===== config.mk =====
export PLATFORM = sky130hd
export DESIGN_NAME = spcf_ctrl
export DESIGN_NICKNAME = d
export VERILOG_FILES = /design/src/design/spcf_pkg.sv /design/src/design/spcf_ctrl.sv
export VERILOG_INCLUDE_DIRS = /design/src /design/src/design
export SDC_FILE = /design/constraint.sdc
export NUM_CORES = 1
export LEC_CHECK = 0
export BUFFER_PORTS_ARGS = -buffer_cell sky130_fd_sc_hd__buf_2
export CORE_MARGIN = 5
export CORE_UTILIZATION = 50
export DETAILED_ROUTE_END_ITERATION = 12
export GPL_TIMING_DRIVEN = 0
export PLACE_DENSITY = 0.75
export SYNTH_ARGS = -nofsm -noshare
export SYNTH_HDL_FRONTEND = slang
export SYNTH_SLANG_ARGS = --single-unit

===== constraint.sdc =====
create_clock -name clk_i -period 5.08 [get_ports clk_i]
set_input_delay 1.016 -clock clk_i [delete_from_list [all_inputs] [get_ports clk_i]]
set_output_delay 1.016 -clock clk_i [all_outputs]
set_load 0.005 [all_outputs]

===== src/design/assert_macros.svh =====
// assertion macros shared by the cluster finder modules
// expects clk_i and rst_ni in the scope of each use
`ifndef ASSERT_MACROS_SVH
`define ASSERT_MACROS_SVH

// property checked on every rising edge outside reset
`define SPCF_ASSERT(lbl, prop) \
  lbl: assert property (@(posedge clk_i) disable iff (!rst_ni) prop) \
    else $error("spcf assertion failed");

// condition that must never be seen
`define SPCF_ASSERT_NEVER(lbl, expr) \
  `SPCF_ASSERT(lbl, !(expr))

`endif


===== src/design/spcf_pkg.sv =====
// shared types and constants of the strip peak cluster finder
// no dependencies
`timescale 1ns / 1ps

package spcf_pkg;

  localparam int MaxHits = 64;
  localparam int AddrW   = $clog2(MaxHits);
  localparam int CntW    = AddrW + 1;

  typedef struct packed {
    logic [2:0]         row;
    logic [7:0]         strip;
    logic [9:0]         adc;
    logic signed [14:0] center;
  } hit_t;

  typedef enum logic [1:0] {
    CfgWinLo = 2'd0,
    CfgWinHi = 2'd1,
    CfgThr   = 2'd2
  } cfg_idx_e;

  typedef enum logic [2:0] {
    RdPrev  = 3'd0,
    RdScan  = 3'd1,
    RdRight = 3'd2,
    RdLeft  = 3'd3,
    RdSrc   = 3'd4
  } rd_sel_e;

  typedef struct packed {
    logic    latch_in;
    logic    ins_init;
    rd_sel_e rd_sel;
    logic    wr_shift;
    logic    wr_hit;
    logic    pk_init;
    logic    pk_step;
    logic    cl_start;
    logic    take_right;
    logic    take_left;
    logic    prev_peak;
    logic    ac_sq;
    logic    ac_mul;
    logic    ac_add;
    logic    zero_mom;
    logic    cen_start;
    logic    cen_fix;
    logic    rad1;
    logic    rad2;
    logic    rad3;
    logic    rad4;
    logic    sq_step;
    logic    sig_start;
    logic    dv_step;
    logic    sig_fix;
    logic    rm_init;
    logic    rm_wr;
    logic    rm_end;
    logic    emit;
  } cmd_t;

  typedef struct packed {
    logic hit_ok;
    logic last;
    logic pos_zero;
    logic key_gt;
    logic cnt_zero;
    logic scan_last;
    logic right_more;
    logic left_more;
    logic joins;
    logic m0_zero;
    logic dv_done;
    logic sq_done;
    logic src_more;
  } sts_t;

endpackage


===== src/design/spcf_ctrl.sv =====
// controller: sequences insertion, peak search, growth, moments and removal
// depends on spcf_pkg and assert_macros.svh
`timescale 1ns / 1ps
`include "assert_macros.svh"

module spcf_ctrl (
  input  logic           clk_i,
  input  logic           rst_ni,
  input  logic           start_i,
  input  spcf_pkg::sts_t sts_i,
  output spcf_pkg::cmd_t cmd_o,
  output logic           busy_o
);

  import spcf_pkg::*;

  typedef enum logic [30:0] {
    StIdle     = 31'd1 << 0,
    StInsChk   = 31'd1 << 1,
    StInsRd    = 31'd1 << 2,
    StInsCmp   = 31'd1 << 3,
    StPkInit   = 31'd1 << 4,
    StPkRd     = 31'd1 << 5,
    StPkCmp    = 31'd1 << 6,
    StClStart  = 31'd1 << 7,
    StAcSq     = 31'd1 << 8,
    StAcMul    = 31'd1 << 9,
    StAcAdd    = 31'd1 << 10,
    StGrR      = 31'd1 << 11,
    StGrRc     = 31'd1 << 12,
    StGrL      = 31'd1 << 13,
    StGrLc     = 31'd1 << 14,
    StMom      = 31'd1 << 15,
    StDvCen    = 31'd1 << 16,
    StCenFix   = 31'd1 << 17,
    StRad1     = 31'd1 << 18,
    StRad2     = 31'd1 << 19,
    StRad3     = 31'd1 << 20,
    StRad4     = 31'd1 << 21,
    StSq       = 31'd1 << 22,
    StSigStart = 31'd1 << 23,
    StDvSig    = 31'd1 << 24,
    StSigFix   = 31'd1 << 25,
    StRmInit   = 31'd1 << 26,
    StRmRd     = 31'd1 << 27,
    StRmWr     = 31'd1 << 28,
    StRmEnd    = 31'd1 << 29,
    StEmit     = 31'd1 << 30
  } state_e;

  state_e state_q, state_d;
  logic   dir_q, dir_d;

  assign busy_o = (state_q != StIdle);

  always_comb begin
    state_d     = state_q;
    dir_d       = dir_q;
    cmd_o       = '0;
    cmd_o.rd_sel = RdScan;
    case (state_q)
      StIdle: begin
        if (start_i) begin
          cmd_o.latch_in = 1'b1;
          state_d = StInsChk;
        end
      end
      StInsChk: begin
        if (sts_i.hit_ok) begin
          cmd_o.ins_init = 1'b1;
          state_d = StInsRd;
        end else begin
          state_d = sts_i.last ? StPkInit : StIdle;
        end
      end
      StInsRd: begin
        if (sts_i.pos_zero) begin
          cmd_o.wr_hit = 1'b1;
          state_d = sts_i.last ? StPkInit : StIdle;
        end else begin
          cmd_o.rd_sel = RdPrev;
          state_d = StInsCmp;
        end
      end
      StInsCmp: begin
        if (sts_i.key_gt) begin
          cmd_o.wr_shift = 1'b1;
          state_d = StInsRd;
        end else begin
          cmd_o.wr_hit = 1'b1;
          state_d = sts_i.last ? StPkInit : StIdle;
        end
      end
      StPkInit: begin
        if (sts_i.cnt_zero) begin
          state_d = StIdle;
        end else begin
          cmd_o.pk_init = 1'b1;
          state_d = StPkRd;
        end
      end
      StPkRd: begin
        cmd_o.rd_sel = RdScan;
        state_d = StPkCmp;
      end
      StPkCmp: begin
        cmd_o.pk_step = 1'b1;
        state_d = sts_i.scan_last ? StClStart : StPkRd;
      end
      StClStart: begin
        cmd_o.cl_start = 1'b1;
        dir_d = 1'b1;
        state_d = StAcSq;
      end
      StAcSq: begin
        cmd_o.ac_sq = 1'b1;
        state_d = StAcMul;
      end
      StAcMul: begin
        cmd_o.ac_mul = 1'b1;
        state_d = StAcAdd;
      end
      StAcAdd: begin
        cmd_o.ac_add = 1'b1;
        state_d = dir_q ? StGrR : StGrL;
      end
      StGrR: begin
        if (sts_i.right_more) begin
          cmd_o.rd_sel = RdRight;
          state_d = StGrRc;
        end else begin
          cmd_o.prev_peak = 1'b1;
          dir_d = 1'b0;
          state_d = StGrL;
        end
      end
      StGrRc: begin
        if (sts_i.joins) begin
          cmd_o.take_right = 1'b1;
          state_d = StAcSq;
        end else begin
          cmd_o.prev_peak = 1'b1;
          dir_d = 1'b0;
          state_d = StGrL;
        end
      end
      StGrL: begin
        if (sts_i.left_more) begin
          cmd_o.rd_sel = RdLeft;
          state_d = StGrLc;
        end else begin
          state_d = StMom;
        end
      end
      StGrLc: begin
        if (sts_i.joins) begin
          cmd_o.take_left = 1'b1;
          state_d = StAcSq;
        end else begin
          state_d = StMom;
        end
      end
      StMom: begin
        if (sts_i.m0_zero) begin
          cmd_o.zero_mom = 1'b1;
          state_d = StRmInit;
        end else begin
          cmd_o.cen_start = 1'b1;
          state_d = StDvCen;
        end
      end
      StDvCen: begin
        if (sts_i.dv_done) begin
          state_d = StCenFix;
        end else begin
          cmd_o.dv_step = 1'b1;
        end
      end
      StCenFix: begin
        cmd_o.cen_fix = 1'b1;
        state_d = StRad1;
      end
      StRad1: begin
        cmd_o.rad1 = 1'b1;
        state_d = StRad2;
      end
      StRad2: begin
        cmd_o.rad2 = 1'b1;
        state_d = StRad3;
      end
      StRad3: begin
        cmd_o.rad3 = 1'b1;
        state_d = StRad4;
      end
      StRad4: begin
        cmd_o.rad4 = 1'b1;
        state_d = StSq;
      end
      StSq: begin
        if (sts_i.sq_done) begin
          state_d = StSigStart;
        end else begin
          cmd_o.sq_step = 1'b1;
        end
      end
      StSigStart: begin
        cmd_o.sig_start = 1'b1;
        state_d = StDvSig;
      end
      StDvSig: begin
        if (sts_i.dv_done) begin
          state_d = StSigFix;
        end else begin
          cmd_o.dv_step = 1'b1;
        end
      end
      StSigFix: begin
        cmd_o.sig_fix = 1'b1;
        state_d = StRmInit;
      end
      StRmInit: begin
        cmd_o.rm_init = 1'b1;
        state_d = StRmRd;
      end
      StRmRd: begin
        if (sts_i.src_more) begin
          cmd_o.rd_sel = RdSrc;
          state_d = StRmWr;
        end else begin
          state_d = StRmEnd;
        end
      end
      StRmWr: begin
        cmd_o.rm_wr = 1'b1;
        state_d = StRmRd;
      end
      StRmEnd: begin
        cmd_o.rm_end = 1'b1;
        state_d = StEmit;
      end
      StEmit: begin
        cmd_o.emit = 1'b1;
        state_d = sts_i.cnt_zero ? StIdle : StPkInit;
      end
      default: begin
        state_d = StIdle;
      end
    endcase
  end

  always_ff @(posedge clk_i or negedge rst_ni) begin
    if (!rst_ni) begin
      state_q <= StIdle;
      dir_q   <= 1'b0;
    end else begin
      state_q <= state_d;
      dir_q   <= dir_d;
    end
  end

  `SPCF_ASSERT(a_start_taken, (start_i && !busy_o) |=> (state_q == StInsChk))
  `SPCF_ASSERT_NEVER(a_one_write, cmd_o.wr_hit && cmd_o.wr_shift)
  `SPCF_ASSERT(a_emit_next, (state_q == StEmit) |=> (state_q == StIdle || state_q == StPkInit))

endmodule


======== Word level (Yosys, flattened, before mapping) ========
Index checks and enable logic that the tools add are counted.
storage, ports and cells
  input port bits ......................... 16
  bits in registers ....................... 32
  output and inout bits ................... 32
  word-level logic and storage cells ...... 112
operators by class
  mux-type cells .......................... 67
  reduce and logical (&&, ||, !) cells .... 5
  eq/ne operators ......................... 38
operator list
  kind                                                   count
  case mux 31 bit (30 select lines)                      1
  2-to-1 mux 31 bit                                      4
  2-to-1 mux 14 bit                                      3
  2-to-1 mux 1 bit                                       40
  2-to-1 mux 16 bit                                      2
  equality test 31 x 1 -> 1 bit, second input constant   1
  equality test 31 x 10 -> 1 bit, second input constant  1
  equality test 31 x 11 -> 1 bit, second input constant  1
  equality test 31 x 12 -> 1 bit, second input constant  1
  equality test 31 x 13 -> 1 bit, second input constant  1
  equality test 31 x 14 -> 1 bit, second input constant  1
  equality test 31 x 15 -> 1 bit, second input constant  1
  equality test 31 x 16 -> 1 bit, second input constant  1
  equality test 31 x 17 -> 1 bit, second input constant  1
  equality test 31 x 18 -> 1 bit, second input constant  1
  equality test 31 x 19 -> 1 bit, second input constant  1
  equality test 31 x 2 -> 1 bit, second input constant   1
  equality test 31 x 20 -> 1 bit, second input constant  1
  equality test 31 x 21 -> 1 bit, second input constant  1
  equality test 31 x 22 -> 1 bit, second input constant  1
  equality test 31 x 23 -> 1 bit, second input constant  1
  equality test 31 x 24 -> 1 bit, second input constant  1
  equality test 31 x 25 -> 1 bit, second input constant  1
  equality test 31 x 26 -> 1 bit, second input constant  1
  other kinds (28)                                       41

======== Longest topological paths before layout ========
Gate-level depths: netlist of run 1.
  word-level depth ........................ 3
  mapped depth ............................ 9

======== Worst setup path before layout of run 1 ========
Ideal clock, no wire load.
  kind .................................... register to output
  start point ............................. register state_q[25]
  end point ............................... output cmd_o[21] in the netlist's numbering
  slack ................................... 2021 ps
  stages on the path, launching flop included .. 5
  data arrival time ....................... 2043 ps
  path buffers ............................ 0
  path through ............................ dfrtp_1 > nor4_1 > nand4_1 > or4b_1 > nor4b_2
RTL lines
  what                      RTL line          text
  start: declaration        spcf_ctrl.sv:51   state_e state_q, state_d;
  start signal: assignment  spcf_ctrl.sv:253  state_q <= StIdle;
  start signal: assignment  spcf_ctrl.sv:256  state_q <= state_d;
  end: declaration          spcf_ctrl.sv:11   output spcf_pkg::cmd_t cmd_o,

==> reports/metrics.cfg, run 1 <==
[placement]
pre_cts_slack_ns = 1.53
gp_congestion = 0.855
io_buffers = 47
dpl.hpwl_microns = 3670
dp_cells = 341
placed_cell_area_sq_um = 2400

[synth]
synth_area_sq_um = 2100
ys_ff_latch = 32
synthTopCellsByArea = dfrtp_1, nor2_1, nor3_1
postSynthCellCount = 244
netlist.area_leader.share = 0.369
yosysUniqueCellTypes = 47
yosys-top-cells-count = nor2_1, dfrtp_1, nand2_1
syn_area_per_cell_sq_um = 8.62
synthArstFlopShare = 1.00
synth_edf_count = 0
synth.most_common_cell = nor2_1
yosysSeqAreaShare = 0.381
syn-num-nets = 260
ys.flop_type = dfrtp_1
synth_warnings = 0
yosysTopAreaCell = dfrtp_1

[worst_setup_path]
crit_buf_inv = 1
arrival_ns = 2.85
path_max_fanout = 9
crit_path_frequent_cell = nand3_1
critPathCapture = cmd_o[26]
slowest_delay_ns = 0.50
cp-end-kind = output pin
reg2reg_depth = 6
ff2ff_setup_slack_ns = 2.49
worstSetupStartpoint = state_q[25]$_DFFE_PN0P_
crit_chain = nor4_1, nand4_1, nor3b_2, nand3_1, nand3_1, or3b_1, buf_2
crit_path_start_kind = flop
r2r-start = state_q[25]$_DFFE_PN0P_
timing.rr.end = dir_q$_DFFE_PN0P_
critPathSlowestCell = nor3b_2
crit_required_ns = 4.06
crit_family = simple AND/OR/NAND/NOR gates
crit_type = reg2out
cp.depth = 7

[timing]
relSlewSlack = 0.521
min_period_over_period = 0.760
finalSetupTns_ns = 0
setup_viol = 0
slew_violations = 0
fmax_mhz = 259
final.min_clock_period_ns = 3.86
rsz0062_at_grt = no
clock_skew_ns = 0.00858
tightest_slew_ns = 0.718
hold_viol_final = 0
fin_ws_ns = 1.22

[floorplanning]
rows = 23
io_pins = 48
fp.dieW_microns = 74.9
die_h_microns = 74.9
die-area_sq_um = 5600
core_sq_um = 4030
start_util = 0.522

[cts]
clk_latency_ns = 0.29
cts_hold_buf = 0
htree_levels = 2
cts.sinks = 32
clk_pin_slew_ns = 0.07
cts_buffers = 5
cts_resized = 0
cts_tree = built
cts_setup_buffers = 0
clockBufferDepth = 2
cts_root_buffer = clkbuf_8

[min_path]
hp-start = dir_q$_DFFE_PN0P_
min_path_type = reg2reg

[drt]
routedWlPerCell_microns = 14.0
drt-total-wl_microns = 4870
num_vias = 1963
drc = 0
antenna_left = 0
dr.first_iter.drc_count = 103
viasPerCell = 5.62
first_pass_iters = 4

[global_route]
grt_pass1_vias = 1860
grt_overflow = 0
met2_usage = 0.306
antenna_found_initial = 0
grt_max_degree = 33
gr-usage-met3 = 0.0387
grt.total_usage = 0.193
grt_pass1_wl_microns = 8320
use_met1 = 0.258
busiest_layer = met2

[outcome]
status = completed

[job]
maxCapViolations = 0

[finish]
multi_input_area_sq_um = 1230
final_cells = 349
n_antenna_cell = 0
fin_area_sq_um = 2490
drive_gt1_frac = 0.251
seq_area_sq_um = 802
nets = 314
fill_cells = 369
area_delta_synth_final_pct = 18.6

[pwr]
power_density_nw_per_um2 = 284
p_leak_uw = 0.00130
ir_drop_mv = 0.194

per-stage QoR:
stage / power, uW / hold WS [ns] / utilization
global placement: 502 / 0.484 / 0.596
floorplan: 445 / 0.466 / -
finish: 709 / 0.540 / 0.619
detailed placement: 507 / 0.525 / 0.596
global route: 749 / 0.584 / 0.619
CTS: 713 / 0.543 / 0.619
placed cells by master (no fill, tap or decap), types with 2 or more instances in the layout:
cell type	instances
dfrtp_1	31
nor4b_1	6
nor2b_1	7
nor2_1	34
o211ai_1	3
a21o_1	4
nor4b_2	2
nand4_1	4
o21ai_0	10
xor2_1	8
clkinv_2	2
nand3_1	11
and2_1	3
nand4b_1	3
clkbuf_1	5
buf_2	48
nor4_1	7
o22ai_1	4
inv_1	6
nor4_4	2
or2_1	4
nor3b_1	10
a211oi_1	2
nand2_1	18
nor3_1	15
nand2b_1	5
clkbuf_8	6
nor4_2	4
or3_1	6
or2_2	2
and3_1	9
flip-flops by register name, indices dropped and copies added (netlist names):
register and flops:
dir_q 1, state_q 31
kinds of logic after synthesis:
family,after synthesis,synth area share
DFF,32,0.381
buffers and inverters,16,0.0351
and+or+nand+nor,158,0.455
AOI/OAI and AO/OA,30,0.0952
xor gates and xnor gates,8,0.0333
power by group:
group,internal [uW],leakage [uW],switching [uW]
clock network,108,0.0000510,97.7
registers,268,0.000442,15.2
logic,85.4,0.000809,134
how the worst min path moves through the flow:
stage	slack, ns	endpoint	cells past startpoint
final	0.54	state_q[11]$_DFFE_PN0P_	2
after global routing	0.58	state_q[11]$_DFFE_PN0P_	2
after CTS	0.54	state_q[11]$_DFFE_PN0P_	2
after floorplan	0.47	dir_q$_DFFE_PN0P_	2
after detailed placement	0.52	dir_q$_DFFE_PN0P_	2
after global placement	0.48	dir_q$_DFFE_PN0P_	2
worst register-to-register path: stages, from the launching register on:
cell	delay [ns]
dfrtp_1	0.46
nor4_1	0.48
nand4_1	0.30
or4b_1	0.67
nor4b_2	0.43
nor2_1	0.07
nor2_1	0.11
area by class of cell:
| type | instances | share of cell area |
|---|---|---|
| multi-input cells | 196 | 0.492 |
| flip-flops and latches | 32 | 0.322 |
| repair buffers | 47 | 0.0943 |
| clock buffers | 6 | 0.0331 |
| well taps | 50 | 0.0251 |
| plain buffers | 9 | 0.0191 |
| inverters | 7 | 0.0105 |
| clock inverters | 2 | 0.00401 |
per-layer routing:
| metal | part of all wire | wire, microns | up-vias |
|---|---|---|---|
| met3 | 0.076 | 370 | 7 |
| met1 | 0.47 | 2270 | 891 |
| li1 | - | - | 997 |
| met2 | 0.44 | 2150 | 68 |
| met4 | 0.018 | 86 | 0 |
| met5 | 0 | 0 | - |
No activity file was read; power rests on OpenSTA's default activity.
==> run 2, diff against run 1 <==
CORE_UTILIZATION = 49   (was 50)
PLACE_DENSITY = 0.76   (was 0.75)
clock period = 3.25 ns   (was 5.08 ns; I/O delays follow)
==> run 2 against run 1 <==
  * Via count grew 5.2%
  * Worst setup slack lost 1.1 ns
  * Critical path type unchanged
  * Largest power group unchanged
  * Utilization grew 5.3 points
  * Highest routed layer unchanged
  * Non-clock buffer count grew 13
  * Global-route usage grew 0.33 points
  * Largest cell class unchanged
==> reports/metrics.cfg, run 2 (synthesis results as in run 1) <==
[outcome]
status = completed

[cts]
cts_hold_buf = 0
clockBufferDepth = 2
htree_levels = 2
cts_buffers = 5
cts_root_buffer = clkbuf_8
clk_latency_ns = 0.29
clk_pin_slew_ns = 0.07
cts.sinks = 32
cts_tree = built

[finish]
layout_common_cells = buf_2, nor2_1, dfrtp_1
largest_register_ffs = 31
drive_gt1_frac = 0.338
n_antenna_cell = 0
fill_cells = 326
area_delta_synth_final_pct = 30.5
final_cells = 361
fin_area_sq_um = 2740
final_common_cell = buf_2
nets = 327
top_register = state_q
reg.largest.list = state_q x31, dir_q x1

[timing]
final.min_clock_period_ns = 3.16
fmax_mhz = 316
hold_viol_final = 0
fin_ws_ns = 0.0900
clock_skew_ns = 0.00557
min_period_over_period = 0.972
rsz0062_at_grt = yes
slew_violations = 0
setup_viol = 0
tightest_slew_ns = 0.720
relSlewSlack = 0.520

[worst_setup_path]
crit_path_start_kind = flop
arrival_ns = 2.51
path_max_fanout = 5
crit_type = reg2out
cp-end-kind = output pin
crit_required_ns = 2.60

[placement]
placed_cell_area_sq_um = 2400
io_buffers = 47
gp_congestion = 0.862
dpl.hpwl_microns = 3750
pre_cts_slack_ns = 0.0301
dp_cells = 341

[drt]
drt-total-wl_microns = 5520
dr.first_iter.drc_count = 152
routedWlPerCell_microns = 15.3
viasPerCell = 5.72
first_pass_iters = 4
antenna_left = 0
num_vias = 2066
drc = 0

[job]
maxCapViolations = 0

[floorplanning]
core_sq_um = 4090
rows = 23
die-area_sq_um = 5700
fp.dieW_microns = 75.5
start_util = 0.515
die_h_microns = 75.5
io_pins = 48

[min_path]
min_path_type = in2async

[global_route]
grt_pass1_vias = 1874
grt_max_degree = 33
grt_pass1_wl_microns = 8510
grt_overflow = 0
grt.total_usage = 0.197
antenna_found_initial = 0

[pwr]
power_uw = 1190
p_leak_uw = 0.00141
power_density_nw_per_um2 = 434
ir_drop_mv = 0.322

## run 2: cell count changes in the layout (fill, tap and decap cells not counted), moves of 3 or more
| cell | delta |
|---|---|
| dfrtp_1 | -6 |
| nor4_4 | +5 |
| nor3_1 | -3 |
| buf_4 | +13 |
| dfrtp_2 | +6 |
| nor4_2 | -4 |
## run 2: final cells by class
| type | count | area, sq um | share of cell area |
|---|---|---|---|
| multi-input combinational | 196 | 1360 | 0.496 |
| sequential | 32 | 810 | 0.295 |
| timing repair buffer | 61 | 344 | 0.125 |
| clock buffer | 7 | 96.3 | 0.0351 |
| tap | 50 | 62.6 | 0.0228 |
| buffer | 8 | 45.0 | 0.0164 |
| inverter | 7 | 26.3 | 0.00958 |
## run 2: final timing paths
path	cells past startpoint	slack (ns)	start	end
max	8	0.09	state_q[21]$_DFFE_PN0P_	cmd_o[26]
min	1	0.41	rst_ni	state_q[24]$_DFFE_PN0P_
max reg2reg	10	0.68	state_q[14]$_DFFE_PN0P_	state_q[0]$_DFFE_PN1P_
min reg2reg	2	0.53	dir_q$_DFFE_PN0P_	dir_q$_DFFE_PN0P_
max in group asynchronous	1	2.33	rst_ni	state_q[20]$_DFFE_PN0P_
min in group clk_i	2	0.53	dir_q$_DFFE_PN0P_	dir_q$_DFFE_PN0P_
## run 2: report_power, final
part           total (uW)  switching (uW)  internal (uW)
Clock                 336             147            189
Combinational         408             235            172
Sequential            449            29.4            419
Total                1190             412            780
## run 2: layer usage
layer,vias to the layer above,track usage,part of all wire
li1,1022,-,-
met1,981,0.274,0.45
met2,55,0.300,0.47
met3,8,0.0594,0.070
met4,0,0.0505,0.012
met5,-,0,0
## run 2: metrics by stage
stage,TNS [ns],util,hold slack (ns)
4_1_cts,-0.00864,0.628,0.452
2_1_floorplan,0,-,0.354
6_report,0,0.671,0.414
5_1_grt,-0.0954,0.671,0.481
3_5_place_dp,0,0.588,0.522
3_3_place_gp,0,0.588,0.485
## run 2: worst max-delay path, cell delays in order (launching register included)
cell,delay [ns]
dfrtp_2,0.45
nor4_4,0.43
nand4_1,0.17
buf_6,0.17
nor3b_4,0.29
nand3_2,0.14
nand3_2,0.11
or3b_1,0.34
buf_2,0.13
## run 2: what timing repair did
action	4_1_cts	5_1_grt
setup buffers	1	13
pin swaps	4	13
gates resized for setup	11	18
endpoints found under the setup margin	5	11
cloned	0	0
==> run 3, diff against run 2 <==
GPL_TIMING_DRIVEN = unset   (was 0)
==> run 3 against run 2 <==
  * Clock-buffer cell count down 1
  * Sequential power about the same
  * Utilization down 2.9 points
  * Sequential share of layout area up 1.2 points
  * Global-route usage down 0.38 points
  * Clock skew about the same
  * Critical path depth down 2
  * Non-clock buffer count down 13
  * Cell count down 3.3%
  * Die area unchanged
  * Flip-flop and latch count unchanged
  * Highest routed layer unchanged
==> reports/metrics.cfg, run 3 (synthesis results as in run 1) <==
[pwr]
p_leak_uw = 0.00135
power_uw = 1150
power_density_nw_per_um2 = 440
ir_drop_mv = 0.436

[global_route]
grt_overflow = 0
grt_pass1_vias = 1825
grt_pass1_wl_microns = 8380
grt_max_degree = 33
grt.total_usage = 0.193
antenna_found_initial = 0

[worst_setup_path]
crit_family = simple AND/OR/NAND/NOR gates
cp-end-kind = output pin
critPathSlowestCell = dfrtp_1
crit_buf_inv = 1
crit_required_ns = 2.60
crit_chain = nor4_4, nand4_2, or2_1, or3_1, a21oi_2, buf_2
arrival_ns = 2.47
crit_path_start_kind = flop
slowest_delay_ns = 0.47
path_max_fanout = 7
crit_type = reg2out

[timing]
clock_skew_ns = 0.00540
hold_viol_final = 0
min_period_over_period = 0.959
fmax_mhz = 321
relSlewSlack = 0.518
slew_violations = 0
fin_ws_ns = 0.134
final.min_clock_period_ns = 3.12
tightest_slew_ns = 0.722
setup_viol = 0
finalSetupTns_ns = 0

[floorplanning]
rows = 23
io_pins = 48
die-area_sq_um = 5700
start_util = 0.515
core_sq_um = 4090
die_h_microns = 75.5
fp.dieW_microns = 75.5

[finish]
n_antenna_cell = 0
area_delta_synth_final_pct = 24.7
final_common_cell = buf_2
reg.largest.list = state_q x31, dir_q x1
nets = 314
multi_input_area_sq_um = 1330
final_cells = 349
fill_cells = 353
top_register = state_q
layout_common_cells = buf_2, nor2_1, dfrtp_1
largest_register_ffs = 31
drive_gt1_frac = 0.304
seq_area_sq_um = 806

[cts]
htree_levels = 2
clk_latency_ns = 0.29
cts_buffers = 5
clockBufferDepth = 2
cts_hold_buf = 0
cts_root_buffer = clkbuf_8
cts_tree = built
cts.sinks = 32
clk_pin_slew_ns = 0.07

[placement]
dpl.hpwl_microns = 3870
pre_cts_slack_ns = 0.211
gp_congestion = 0.826
io_buffers = 47
dp_cells = 340

[min_path]
min_path_type = in2async

[drt]
num_vias = 1984
drc = 0
first_pass_iters = 4
drt-total-wl_microns = 5120
routedWlPerCell_microns = 14.7
antenna_left = 0
dr.first_iter.drc_count = 170
viasPerCell = 5.68

[outcome]
status = completed

[job]
maxCapViolations = 0

==> run 3: layout make-up <==
cell class,count,share of cell area
inverters,7,0.0100
clock buffers,6,0.0315
well taps,50,0.0238
multi-input cells,196,0.508
repair buffers,56,0.115
flip-flops and latches,32,0.307
clock inverters,2,0.00381
==> run 3: per-layer routing <==
metal,part of all wire,global-route usage,up-vias
met5,0,0,-
met4,0.011,0.0641,0
met3,0.053,0.0475,6
met2,0.46,0.291,56
met1,0.48,0.271,922
li1,-,-,1000
==> run 3: worst paths after layout <==
| check | start | endpoint | slack, ns | depth (start not counted) |
|---|---|---|---|---|
| min reg2reg | dir_q$_DFFE_PN0P_ | dir_q$_DFFE_PN0P_ | 0.53 | 2 |
| max in group asynchronous | rst_ni | state_q[5]$_DFFE_PN0P_ | 2.32 | 1 |
| min in group clk_i | dir_q$_DFFE_PN0P_ | dir_q$_DFFE_PN0P_ | 0.53 | 2 |
| max reg2reg | state_q[8]$_DFFE_PN0P_ | state_q[0]$_DFFE_PN1P_ | 0.71 | 7 |
| max | state_q[8]$_DFFE_PN0P_ | cmd_o[5] | 0.13 | 6 |
| min | rst_ni | state_q[29]$_DFFE_PN0P_ | 0.42 | 1 |
==> run 3: per-stage QoR <==
| step | hold WS, ns | utilization | instance area [sq um] |
|---|---|---|---|
| finish | 0.420 | 0.642 | 2620 |
| global route | 0.479 | 0.642 | 2620 |
| CTS | 0.442 | 0.618 | 2530 |
| detailed placement | 0.527 | 0.591 | 2410 |
| global placement | 0.496 | 0.591 | 2410 |
| floorplan | 0.354 | - | 2100 |
==> run 3: what timing repair did <==
item / 4_1_cts / 5_1_grt
buffers inserted: 0 / 1
setup endpoints to repair: 2 / 14
gates cloned: 0 / 0
pin swaps: 1 / 1
resized for setup: 3 / 16
==> run 3: report_power, final <==
group	total (uW)	switching (uW)	internal, uW	leakage (uW)
logic	382	227	156	0.000864
registers	448	29.0	419	0.000437
clock network	324	155	169	0.0000510
total	1150	410	744	0.00135
